`src/rtl/core/awsrch_pkg.sv`:
```
// Shared types and constants for the sliding-window anagram search core.
// Used by the core top level and by the histogram read-modify-write unit.
// No dependencies.
`timescale 1ns / 1ps
`default_nettype none

package awsrch_pkg;

  // Symbol and histogram bin geometry
  localparam int SYM_W    = 7;
  localparam int NUM_SYMS = 128;
  localparam int BIN_W    = 10;

  // Result queue sizing
  localparam int OUT_DEPTH = 4;
  localparam int OUT_PTR_W = 2;
  localparam int OUT_CNT_W = 3;

  // Item commands carried on in_tuser
  typedef enum logic [1:0] {
    CMD_CLEAR   = 2'd0,
    CMD_PATTERN = 2'd1,
    CMD_TEXT    = 2'd2
  } cmd_t;

  // Operation applied to one histogram bin
  typedef enum logic [1:0] {
    OP_NONE  = 2'd0,
    OP_INC   = 2'd1,
    OP_DEC   = 2'd2,
    OP_CLEAR = 2'd3
  } bin_op_t;

  // Per-item info that rides along with the bin operations
  typedef struct packed {
    logic is_clear;
    logic is_text;
    logic fill_eq;   // window is full once this text item is in
    logic ovf;       // pattern symbol dropped
  } item_tag_t;

  // One histogram slot: one bin operation per cycle
  typedef struct packed {
    logic      vld;
    bin_op_t   op;
    logic      last;  // final slot of its item
    item_tag_t tag;
  } slot_t;

  // Item completion from the histogram unit
  typedef struct packed {
    logic      vld;
    item_tag_t tag;
    logic      nz_zero;  // no nonzero bins after this item
  } done_t;

  // Result item, lowest bit first: window_match, found, pattern_overflow
  typedef struct packed {
    logic ovf;
    logic found;
    logic match;
  } result_t;

endpackage

`default_nettype wire

```
`src/rtl/core/awsrch_ram.sv`:
```
// Generic simple dual-port RAM: one write port, one registered read port.
// Read-first when both ports hit the same address. No dependencies.
`timescale 1ns / 1ps
`default_nettype none

module awsrch_ram #(
  parameter int WIDTH  = 8,
  parameter int DEPTH  = 16,
  parameter int ADDR_W = (DEPTH > 1) ? $clog2(DEPTH) : 1
) (
  input  wire logic              clk,
  input  wire logic              wr_en,
  input  wire logic [ADDR_W-1:0] wr_addr,
  input  wire logic [WIDTH-1:0]  wr_data,
  input  wire logic              rd_en,
  input  wire logic [ADDR_W-1:0] rd_addr,
  output      logic [WIDTH-1:0]  rd_data
);

  logic [WIDTH-1:0] mem [DEPTH];

  // Storage and registered read
  always_ff @(posedge clk) begin
    if (wr_en) begin
      mem[wr_addr] <= wr_data;
    end
    if (rd_en) begin
      rd_data <= mem[rd_addr];
    end
  end

endmodule

`default_nettype wire

```
`src/rtl/core/awsrch_hist.sv`:
```
// Difference histogram: bin RAM with registered read, read-modify-write stage,
// write forwarding, per-bin valid bits and nonzero bin count.
// Depends on awsrch_pkg and awsrch_ram.
`timescale 1ns / 1ps
`default_nettype none

module awsrch_hist
  import awsrch_pkg::*;
#(
  parameter int ALPHABET = 128,
  parameter int IDX_W    = $clog2(ALPHABET)
) (
  input  wire logic             clk,
  input  wire logic             rst_n,
  input  wire slot_t            slot_a,   // slot issuing its bin read
  input  wire logic [IDX_W-1:0] idx_a,
  output      done_t            done      // item completion, same cycle as write
);

  localparam int NZ_W = $clog2(ALPHABET + 1);

  slot_t              slot_b_r;
  logic [IDX_W-1:0]   idx_b_r;
  logic [ALPHABET-1:0] valid_r, valid_nxt;
  logic               fwd_vld_r, fwd_vld_nxt;
  logic [IDX_W-1:0]   fwd_idx_r;
  logic [BIN_W-1:0]   fwd_data_r;
  logic [NZ_W-1:0]    nz_r, nz_nxt;

  logic [BIN_W-1:0]   rd_data;
  logic [BIN_W-1:0]   cur_bin;
  logic [BIN_W-1:0]   new_bin;
  logic               rd_en;
  logic               wr_en;

  assign rd_en = slot_a.vld && ((slot_a.op == OP_INC) || (slot_a.op == OP_DEC));
  assign wr_en = slot_b_r.vld && ((slot_b_r.op == OP_INC) || (slot_b_r.op == OP_DEC));

  awsrch_ram #(
    .WIDTH (BIN_W),
    .DEPTH (ALPHABET),
    .ADDR_W(IDX_W)
  ) u_bin_ram (
    .clk    (clk),
    .wr_en  (wr_en),
    .wr_addr(idx_b_r),
    .wr_data(new_bin),
    .rd_en  (rd_en),
    .rd_addr(idx_a),
    .rd_data(rd_data)
  );

  // Current bin value: last write forwarded, unwritten bins read as zero
  always_comb begin
    if (fwd_vld_r && (fwd_idx_r == idx_b_r)) begin
      cur_bin = fwd_data_r;
    end else if (valid_r[idx_b_r]) begin
      cur_bin = rd_data;
    end else begin
      cur_bin = '0;
    end
    if (slot_b_r.op == OP_INC) begin
      new_bin = cur_bin + BIN_W'(1);
    end else begin
      new_bin = cur_bin - BIN_W'(1);
    end
  end

  // Nonzero count, valid bits and forwarding
  always_comb begin
    nz_nxt      = nz_r;
    valid_nxt   = valid_r;
    fwd_vld_nxt = 1'b0;
    if (slot_b_r.vld && (slot_b_r.op == OP_CLEAR)) begin
      nz_nxt    = '0;
      valid_nxt = '0;
    end else if (wr_en) begin
      valid_nxt[idx_b_r] = 1'b1;
      fwd_vld_nxt        = 1'b1;
      if ((cur_bin != '0) && (new_bin == '0)) begin
        nz_nxt = nz_r - NZ_W'(1);
      end else if ((cur_bin == '0) && (new_bin != '0)) begin
        nz_nxt = nz_r + NZ_W'(1);
      end
    end
  end

  assign done.vld     = slot_b_r.vld && slot_b_r.last;
  assign done.tag     = slot_b_r.tag;
  assign done.nz_zero = (nz_nxt == '0);

  // Control registers
  always_ff @(posedge clk) begin
    if (!rst_n) begin
      slot_b_r  <= '0;
      valid_r   <= '0;
      fwd_vld_r <= 1'b0;
      nz_r      <= '0;
    end else begin
      slot_b_r  <= slot_a;
      valid_r   <= valid_nxt;
      fwd_vld_r <= fwd_vld_nxt;
      nz_r      <= nz_nxt;
    end
  end

  // Payload registers
  always_ff @(posedge clk) begin
    idx_b_r <= idx_a;
    if (wr_en) begin
      fwd_idx_r  <= idx_b_r;
      fwd_data_r <= new_bin;
    end
  end

endmodule

`default_nettype wire

```
`src/rtl/core/anagram_window_search_core.sv`:
```
// Sliding-window anagram search core: window ring RAM, item front end,
// result queue. Depends on awsrch_pkg, awsrch_ram and awsrch_hist.
//
//  Channel  Dir  Payload                                    Accepted when
//  in_      in   tuser: command; tdata: symbol              in_tvalid & in_tready
//  out_     out  tdata: window_match, found, pattern_ovf    out_tvalid & out_tready
//
// A text item with a full window issues two slots: the leaving symbol is read from
// the ring RAM as the new symbol's bin is issued, then the pend register sends its
// bin through the single histogram read-modify-write port. Every other item issues
// one slot. Results go through the histogram stage register and the result queue.
// Up to 4 items may be outstanding; input stalls while a full-window text item sends
// its leaving-symbol slot and when the result queue could overflow.
// Reset is synchronous and needs no clearing pass.
`timescale 1ns / 1ps
`default_nettype none

module anagram_window_search_core
  import awsrch_pkg::*;
#(
  parameter int MAX_PATTERN = 256,
  parameter int ALPHABET    = 128
) (
  input  wire logic       clk,
  input  wire logic       rst_n,
  input  wire logic       in_tvalid,
  output      logic       in_tready,
  input  wire logic [7:0] in_tdata,    // [6:0] symbol
  input  wire logic [1:0] in_tuser,    // [1:0] command
  output      logic       out_tvalid,
  input  wire logic       out_tready,
  output      logic [7:0] out_tdata    // [0] window_match, [1] found, [2] pattern_overflow
);

  localparam int LEN_W = $clog2(MAX_PATTERN + 1);
  localparam int PTR_W = (MAX_PATTERN > 1) ? $clog2(MAX_PATTERN) : 1;
  localparam int IDX_W = $clog2(ALPHABET);

  // Symbol to bin table
  logic [IDX_W-1:0] bin_lut [NUM_SYMS];
  for (genvar g = 0; g < NUM_SYMS; g++) begin : g_lut
    assign bin_lut[g] = IDX_W'(g % ALPHABET);
  end

  logic [LEN_W-1:0] plen_r, plen_nxt;
  logic [LEN_W-1:0] fill_r, fill_nxt;
  logic [PTR_W-1:0] ptr_r, ptr_nxt;
  logic             pend_r, pend_nxt;
  item_tag_t        pend_tag_r, pend_tag_nxt;
  logic             found_r, found_nxt;
  logic [OUT_CNT_W-1:0] occ_r, occ_nxt;

  result_t              q_mem_r [OUT_DEPTH];
  logic [OUT_PTR_W-1:0] q_wr_r, q_rd_r;
  logic [OUT_CNT_W-1:0] q_cnt_r, q_cnt_nxt;

  logic             in_acc;
  logic             out_acc;
  cmd_t             cmd;
  logic [SYM_W-1:0] sym;
  slot_t            slot_a;
  logic [IDX_W-1:0] idx_a;
  done_t            done;
  result_t          res;

  logic             ring_we;
  logic             ring_re;
  logic [PTR_W-1:0] oldest;
  logic [SYM_W-1:0] ring_rd;
  logic [PTR_W-1:0] ptr_inc;
  logic [LEN_W-1:0] fill_mod;
  logic [LEN_W:0]   oldest_sum;
  logic [LEN_W-1:0] fill_inc;

  assign in_tready = !pend_r && (occ_r < OUT_CNT_W'(OUT_DEPTH));
  assign in_acc    = in_tvalid && in_tready;
  assign out_acc   = out_tvalid && out_tready;
  assign cmd       = cmd_t'(in_tuser);
  assign sym       = in_tdata[SYM_W-1:0];

  // Ring addressing: oldest slot is ptr minus fill, modulo ring size
  assign ptr_inc  = (ptr_r == PTR_W'(MAX_PATTERN - 1)) ? '0 : ptr_r + PTR_W'(1);
  assign fill_inc = fill_r + LEN_W'(1);
  assign fill_mod = (fill_r == LEN_W'(MAX_PATTERN)) ? '0 : fill_r;
  always_comb begin
    if ((LEN_W + 1)'(ptr_r) < (LEN_W + 1)'(fill_mod)) begin
      oldest_sum = (LEN_W + 1)'(ptr_r) + (LEN_W + 1)'(MAX_PATTERN) - (LEN_W + 1)'(fill_mod);
    end else begin
      oldest_sum = (LEN_W + 1)'(ptr_r) - (LEN_W + 1)'(fill_mod);
    end
  end
  assign oldest = oldest_sum[PTR_W-1:0];

  awsrch_ram #(
    .WIDTH (SYM_W),
    .DEPTH (MAX_PATTERN),
    .ADDR_W(PTR_W)
  ) u_ring_ram (
    .clk    (clk),
    .wr_en  (ring_we),
    .wr_addr(ptr_r),
    .wr_data(sym),
    .rd_en  (ring_re),
    .rd_addr(oldest),
    .rd_data(ring_rd)
  );

  // Front end: decode item, update lengths and pointer, issue slots
  always_comb begin
    plen_nxt     = plen_r;
    fill_nxt     = fill_r;
    ptr_nxt      = ptr_r;
    pend_nxt     = 1'b0;
    pend_tag_nxt = pend_tag_r;
    ring_we      = 1'b0;
    ring_re      = 1'b0;
    slot_a       = '0;
    idx_a        = bin_lut[sym];
    if (pend_r) begin
      // second slot of a full-window text item: take the leaving symbol out
      slot_a.vld  = 1'b1;
      slot_a.op   = OP_DEC;
      slot_a.last = 1'b1;
      slot_a.tag  = pend_tag_r;
      idx_a       = bin_lut[ring_rd];
    end else if (in_acc) begin
      slot_a.vld  = 1'b1;
      slot_a.last = 1'b1;
      case (cmd)
        CMD_CLEAR: begin
          plen_nxt            = '0;
          fill_nxt            = '0;
          ptr_nxt             = '0;
          slot_a.op           = OP_CLEAR;
          slot_a.tag.is_clear = 1'b1;
        end
        CMD_PATTERN: begin
          if (plen_r != LEN_W'(MAX_PATTERN)) begin
            plen_nxt  = plen_r + LEN_W'(1);
            slot_a.op = OP_DEC;
          end else begin
            slot_a.tag.ovf = 1'b1;
          end
        end
        CMD_TEXT: begin
          slot_a.tag.is_text = 1'b1;
          slot_a.tag.fill_eq = (fill_r == plen_r) || (fill_inc == plen_r);
          if (plen_r != '0) begin
            slot_a.op = OP_INC;
            ring_we   = 1'b1;
            ptr_nxt   = ptr_inc;
            if (fill_r == plen_r) begin
              ring_re      = 1'b1;
              pend_nxt     = 1'b1;
              slot_a.last  = 1'b0;
              pend_tag_nxt = slot_a.tag;
            end else begin
              fill_nxt = fill_inc;
            end
          end
        end
        default: begin
          // unused command: plain result, nothing changes
        end
      endcase
    end
  end

  awsrch_hist #(
    .ALPHABET(ALPHABET),
    .IDX_W   (IDX_W)
  ) u_hist (
    .clk   (clk),
    .rst_n (rst_n),
    .slot_a(slot_a),
    .idx_a (idx_a),
    .done  (done)
  );

  // Result of a completed item
  always_comb begin
    res.match = done.tag.is_text && done.tag.fill_eq && done.nz_zero;
    res.ovf   = done.tag.ovf;
    found_nxt = found_r;
    if (done.vld) begin
      if (done.tag.is_clear) begin
        found_nxt = 1'b0;
      end else begin
        found_nxt = found_r || res.match;
      end
    end
    res.found = found_nxt;
  end

  // Outstanding items and result queue count
  always_comb begin
    occ_nxt   = occ_r + OUT_CNT_W'(in_acc) - OUT_CNT_W'(out_acc);
    q_cnt_nxt = q_cnt_r + OUT_CNT_W'(done.vld) - OUT_CNT_W'(out_acc);
  end

  assign out_tvalid = (q_cnt_r != '0);
  assign out_tdata  = {5'b0, q_mem_r[q_rd_r]};

  // Control registers
  always_ff @(posedge clk) begin
    if (!rst_n) begin
      plen_r  <= '0;
      fill_r  <= '0;
      ptr_r   <= '0;
      pend_r  <= 1'b0;
      found_r <= 1'b0;
      occ_r   <= '0;
      q_wr_r  <= '0;
      q_rd_r  <= '0;
      q_cnt_r <= '0;
    end else begin
      plen_r  <= plen_nxt;
      fill_r  <= fill_nxt;
      ptr_r   <= ptr_nxt;
      pend_r  <= pend_nxt;
      found_r <= found_nxt;
      occ_r   <= occ_nxt;
      q_cnt_r <= q_cnt_nxt;
      if (done.vld) begin
        q_wr_r <= q_wr_r + OUT_PTR_W'(1);
      end
      if (out_acc) begin
        q_rd_r <= q_rd_r + OUT_PTR_W'(1);
      end
    end
  end

  // Payload registers
  always_ff @(posedge clk) begin
    pend_tag_r <= pend_tag_nxt;
    if (done.vld) begin
      q_mem_r[q_wr_r] <= res;
    end
  end

  // Checks
  a_occ_bound: assert property (@(posedge clk) disable iff (!rst_n)
    occ_r <= OUT_CNT_W'(OUT_DEPTH))
    else $error("outstanding item count exceeds result queue depth");

  a_queue_le_occ: assert property (@(posedge clk) disable iff (!rst_n)
    q_cnt_r <= occ_r)
    else $error("result queue holds more items than are outstanding");

  a_fill_le_plen: assert property (@(posedge clk) disable iff (!rst_n)
    fill_r <= plen_r)
    else $error("window fill exceeds pattern length");

  a_full_text_pend: assert property (@(posedge clk) disable iff (!rst_n)
    (in_acc && (cmd == CMD_TEXT) && (plen_r != '0) && (fill_r == plen_r))
      |=> (pend_r && !in_tready))
    else $error("full-window text item did not schedule its leaving-symbol slot");

endmodule

`default_nettype wire

```
`config.mk`:
```
export PLATFORM = sky130hd
export DESIGN_NAME = anagram_window_search_core
export DESIGN_NICKNAME = d
export VERILOG_FILES = /design/src/rtl/core/awsrch_pkg.sv /design/src/rtl/core/awsrch_ram.sv /design/src/rtl/core/awsrch_hist.sv /design/src/rtl/core/anagram_window_search_core.sv
export SDC_FILE = /design/constraint.sdc
export NUM_CORES = 2
export LEC_CHECK = 0
export BUFFER_PORTS_ARGS = -buffer_cell sky130_fd_sc_hd__buf_2
export CAP_MARGIN = 10
export CORE_ASPECT_RATIO = 1.1
export CORE_UTILIZATION = 45
export CTS_CLUSTER_DIAMETER = 100
export CTS_CLUSTER_SIZE = 28
export DETAILED_ROUTE_END_ITERATION = 16
export PLACE_DENSITY = 0.63
export SETUP_SLACK_MARGIN = 0.3
export SLEW_MARGIN = 20
export SYNTH_ARGS = -nofsm -noshare
export SYNTH_HDL_FRONTEND = slang
export SYNTH_HIERARCHICAL = 1
export SYNTH_SLANG_ARGS = --single-unit
export TNS_END_PERCENT = 30
```
`constraint.sdc`:
```
create_clock -name clk -period 36 [get_ports clk]
set_input_delay 9 -clock clk [delete_from_list [all_inputs] [get_ports clk]]
set_output_delay 9 -clock clk [all_outputs]
set_load 0.01 [all_outputs]
```
==> reports/results.ini <==
[outcome]
outcome=finished, final reports clean

[synthesis]
synth_area_per_cell_um2=19.9
ys_warn_count=6
synth_ff_type=edfxtp_1
ys_ff_latch=3311
synth_cells=6573
synth_edf_count=3119
synth.distinct_cells=99
synthTopCellsByArea=edfxtp_1 72%, mux4_2 14%, dfxtp_1 2.9%, nor2_1 1.8%, mux2i_1 1.4%
synth_area_um2=131000
synth_top_area_cell=edfxtp_1
yosysSeqAreaShare_pct=74.7
ys_async_sr_fraction_pct=0
synth_top_area_share_pct=71.7

[floorplan]
die-area_um2=292000
initial_core_util_pct=45.2
core_area_um2=289000
die_y_um=567
row_count=207
boundaryPins=24
die_w_um=516

[sta]
setup_violations=0
fin_hold_ws_ns=0.477
fmax_ghz=0.0765
finalMaxSlewViolations=0
min_period_ns=13.07
fin_skew_ns=0.0476
fin_tns_setup_ns=0
fin_crit_sh_pct=36.3
rsz0062_at_grt=false
worstMarginPinSlew_ns=1.19
hold_viol=0
relSlewSlack_pct=20.5
worst_slack_ns=22.93

[worst_setup_path]
arrival_ns=13.66
worstRegToRegCells=27
path_class=in2reg
crit_path_start_kind=input port
rrSetupSlack_ns=27.85
cp_max_fo=67
reg2reg_from=u_hist/idx_b_r[0]$_DFF_P_
r2r_end=found_r$_SDFF_PN0_
crit_required_ns=36.60
worstSetupEndpointType=flip-flop

[final_layout]
layout_commonest_cell=edfxtp_1
seqCellArea_um2=97500
layout-drive-gt1-share_pct=19.5
multi_input_area_um2=31000
final_cells=10432
syn_to_final_growth_pct=6.43
final_cell_mix=3119 x edfxtp_1, 819 x mux4_2, 606 x nor2_1
final_nets=6563
finish.instance_area_um2=139000
fin_util_pct=48.1
fillers=23470

[clocking]
clockBufferDepth=3
clock-sinks=3311
cts_setup_buffers=0
cts_buffers=139
cts_max_level=4
clock_latency_ns=0.83
cts_root_buf=clkbuf_16
cts.clk_slew.worst_paths_ns=0.11
postCtsHoldBufs=0
cts_tree=yes
cts_resized=0

[drt]
vias_per_cell=6.02
routedWlPerCell_um=28.9
postRouteWirelength_mm=301
dr.first_iter.drc_count=6982
drc=0
detail-route-antenna-nets=0
dr_total_vias=62778
firstDrtPassIters=6

[place]
dpl-instance-area_um2=135000
place_congestion=0.819
io_buffer_count=17
dp_hpwl_mm=184
pre_cts_ws_ns=22.12
dpl.cell_count=10234

[hold_path]
holdPathStages=2
hold_path_startpoint=u_hist/valid_r[10]$_SDFFE_PP0P_
min_path_type=reg2reg
hold_end=u_hist/valid_r[10]$_SDFFE_PP0P_

[pwr]
peakVddDrop_uv=51.9
powerDensity_nw_per_um2=49.0
total_power_mw=6.81
power.static_leakage_nw=40.8

[global_routing]
grt_pass1_vias=63008
grt_antenna_before_repair=5
grt_remaining_overflow=0
grtUsageTotal_pct=20.5
grt_max_degree=144
grt_pass1_wl_mm=440

[run]
cap_violations=0

## power breakdown
group | total, mW | switching [mW] | internal [mW]
combinational | 0.594 | 0.407 | 0.187
sequential | 4.34 | 0.00854 | 4.33
clock | 1.87 | 1.13 | 0.743
total | 6.81 | 1.55 | 5.27
## cells by family after synthesis
family	after synthesis	share of synthesized area, %
flip-flops	3311	74.7
AND/OR/NAND/NOR	1134	3.94
multiplexers	1038	16.0
AO/OA/AOI/OAI	553	2.79
buffers and inverters	433	1.81
XOR/XNOR	66	0.454
adder cells (fa/ha/maj)	37	0.378
other	1	0.00287
## worst max-delay path, cell delays in order
cell and delay [ns]:
buf_8 0.31, mux2_8 0.62, buf_4 0.64, buf_4 0.88, mux4_2 0.45, mux4_2 0.54
mux4_2 0.59, mux2_2 0.30
## metal layers
layer	track usage (%)	vias to the layer above	routed length [um]
met4	5.93	0	9110
met3	2.54	358	16800
met1	28.3	33881	124000
met5	0	-	0
met2	34.3	2046	151000
li1	-	26493	-
## cell type report
type / instances / area share (%)
tap: 3866 / 3.48
sequential: 3311 / 70.2
clock buffer: 169 / 2.63
multi-input combinational: 2833 / 22.3
clock inverter: 19 / 0.180
timing repair buffer: 180 / 1.08
inverter: 47 / 0.147
antenna: 7 / 0.0126
## cells in the mapped netlist (7+ instances only)
cell / number
edfxtp_1: 3119
mux4_2: 819
nor2_1: 626
a21oi_1: 216
clkbuf_1: 201
dfxtp_1: 192
mux2i_1: 185
nand2_1: 135
buf_2: 95
nand3_1: 73
o22ai_1: 71
a22oi_1: 62
nor3_1: 61
nor4_1: 46
xnor2_1: 44
inv_1: 39
o21ai_0: 38
nor2b_1: 35
buf_4: 34
ha_1: 33
nand2b_1: 29
and2_1: 27
nand4_1: 26
buf_6: 25
a221oi_1: 24
mux2_2: 22
o21ai_1: 20
xor2_1: 20
a22o_1: 15
o2111ai_1: 14
buf_12: 11
buf_8: 11
nor3b_1: 11
or3_1: 11
a21o_1: 10
mux4_1: 10
o211a_1: 9
a2111oi_0: 8
buf_1: 8
o221ai_1: 8
and3_1: 7
nand3b_1: 7
## worst max path at each step
stage,slack [ns],to,startpoint,cells after the start
3_3_place_gp,22.11,u_hist/u_bin_ram/rd_data[6]$_DFFE_PP_,in_tdata[2],8
4_1_cts,23.04,u_hist/u_bin_ram/rd_data[3]$_DFFE_PP_,in_tdata[2],8
6_report,22.93,u_hist/u_bin_ram/rd_data[8]$_DFFE_PP_,in_tdata[2],8
5_1_grt,22.93,u_hist/u_bin_ram/rd_data[8]$_DFFE_PP_,in_tdata[2],8
3_5_place_dp,22.12,u_hist/u_bin_ram/rd_data[3]$_DFFE_PP_,in_tdata[2],8
2_1_floorplan,24.23,u_hist/u_bin_ram/rd_data[0]$_DFFE_PP_,in_tdata[0],7
## flip-flops by register name (all words and copies together) (netlist names), 2 cells and up, named ones only
register                  cells
fill_r                        9
occ_r                         3
plen_r                        9
ptr_r                         8
q_cnt_r                       3
q_mem_r                      12
q_rd_r                        2
q_wr_r                        2
u_hist/done                   4
u_hist/fwd_data_r            10
u_hist/fwd_idx_r              7
u_hist/idx_b_r                7
u_hist/nz_r                   8
u_hist/slot_b_r               4
u_hist/u_bin_ram/mem       1280
u_hist/u_bin_ram/rd_data     10
u_hist/valid_r              128
u_ring_ram/mem             1792
u_ring_ram/rd_data            7
Power figures use the tool's default switching activity.
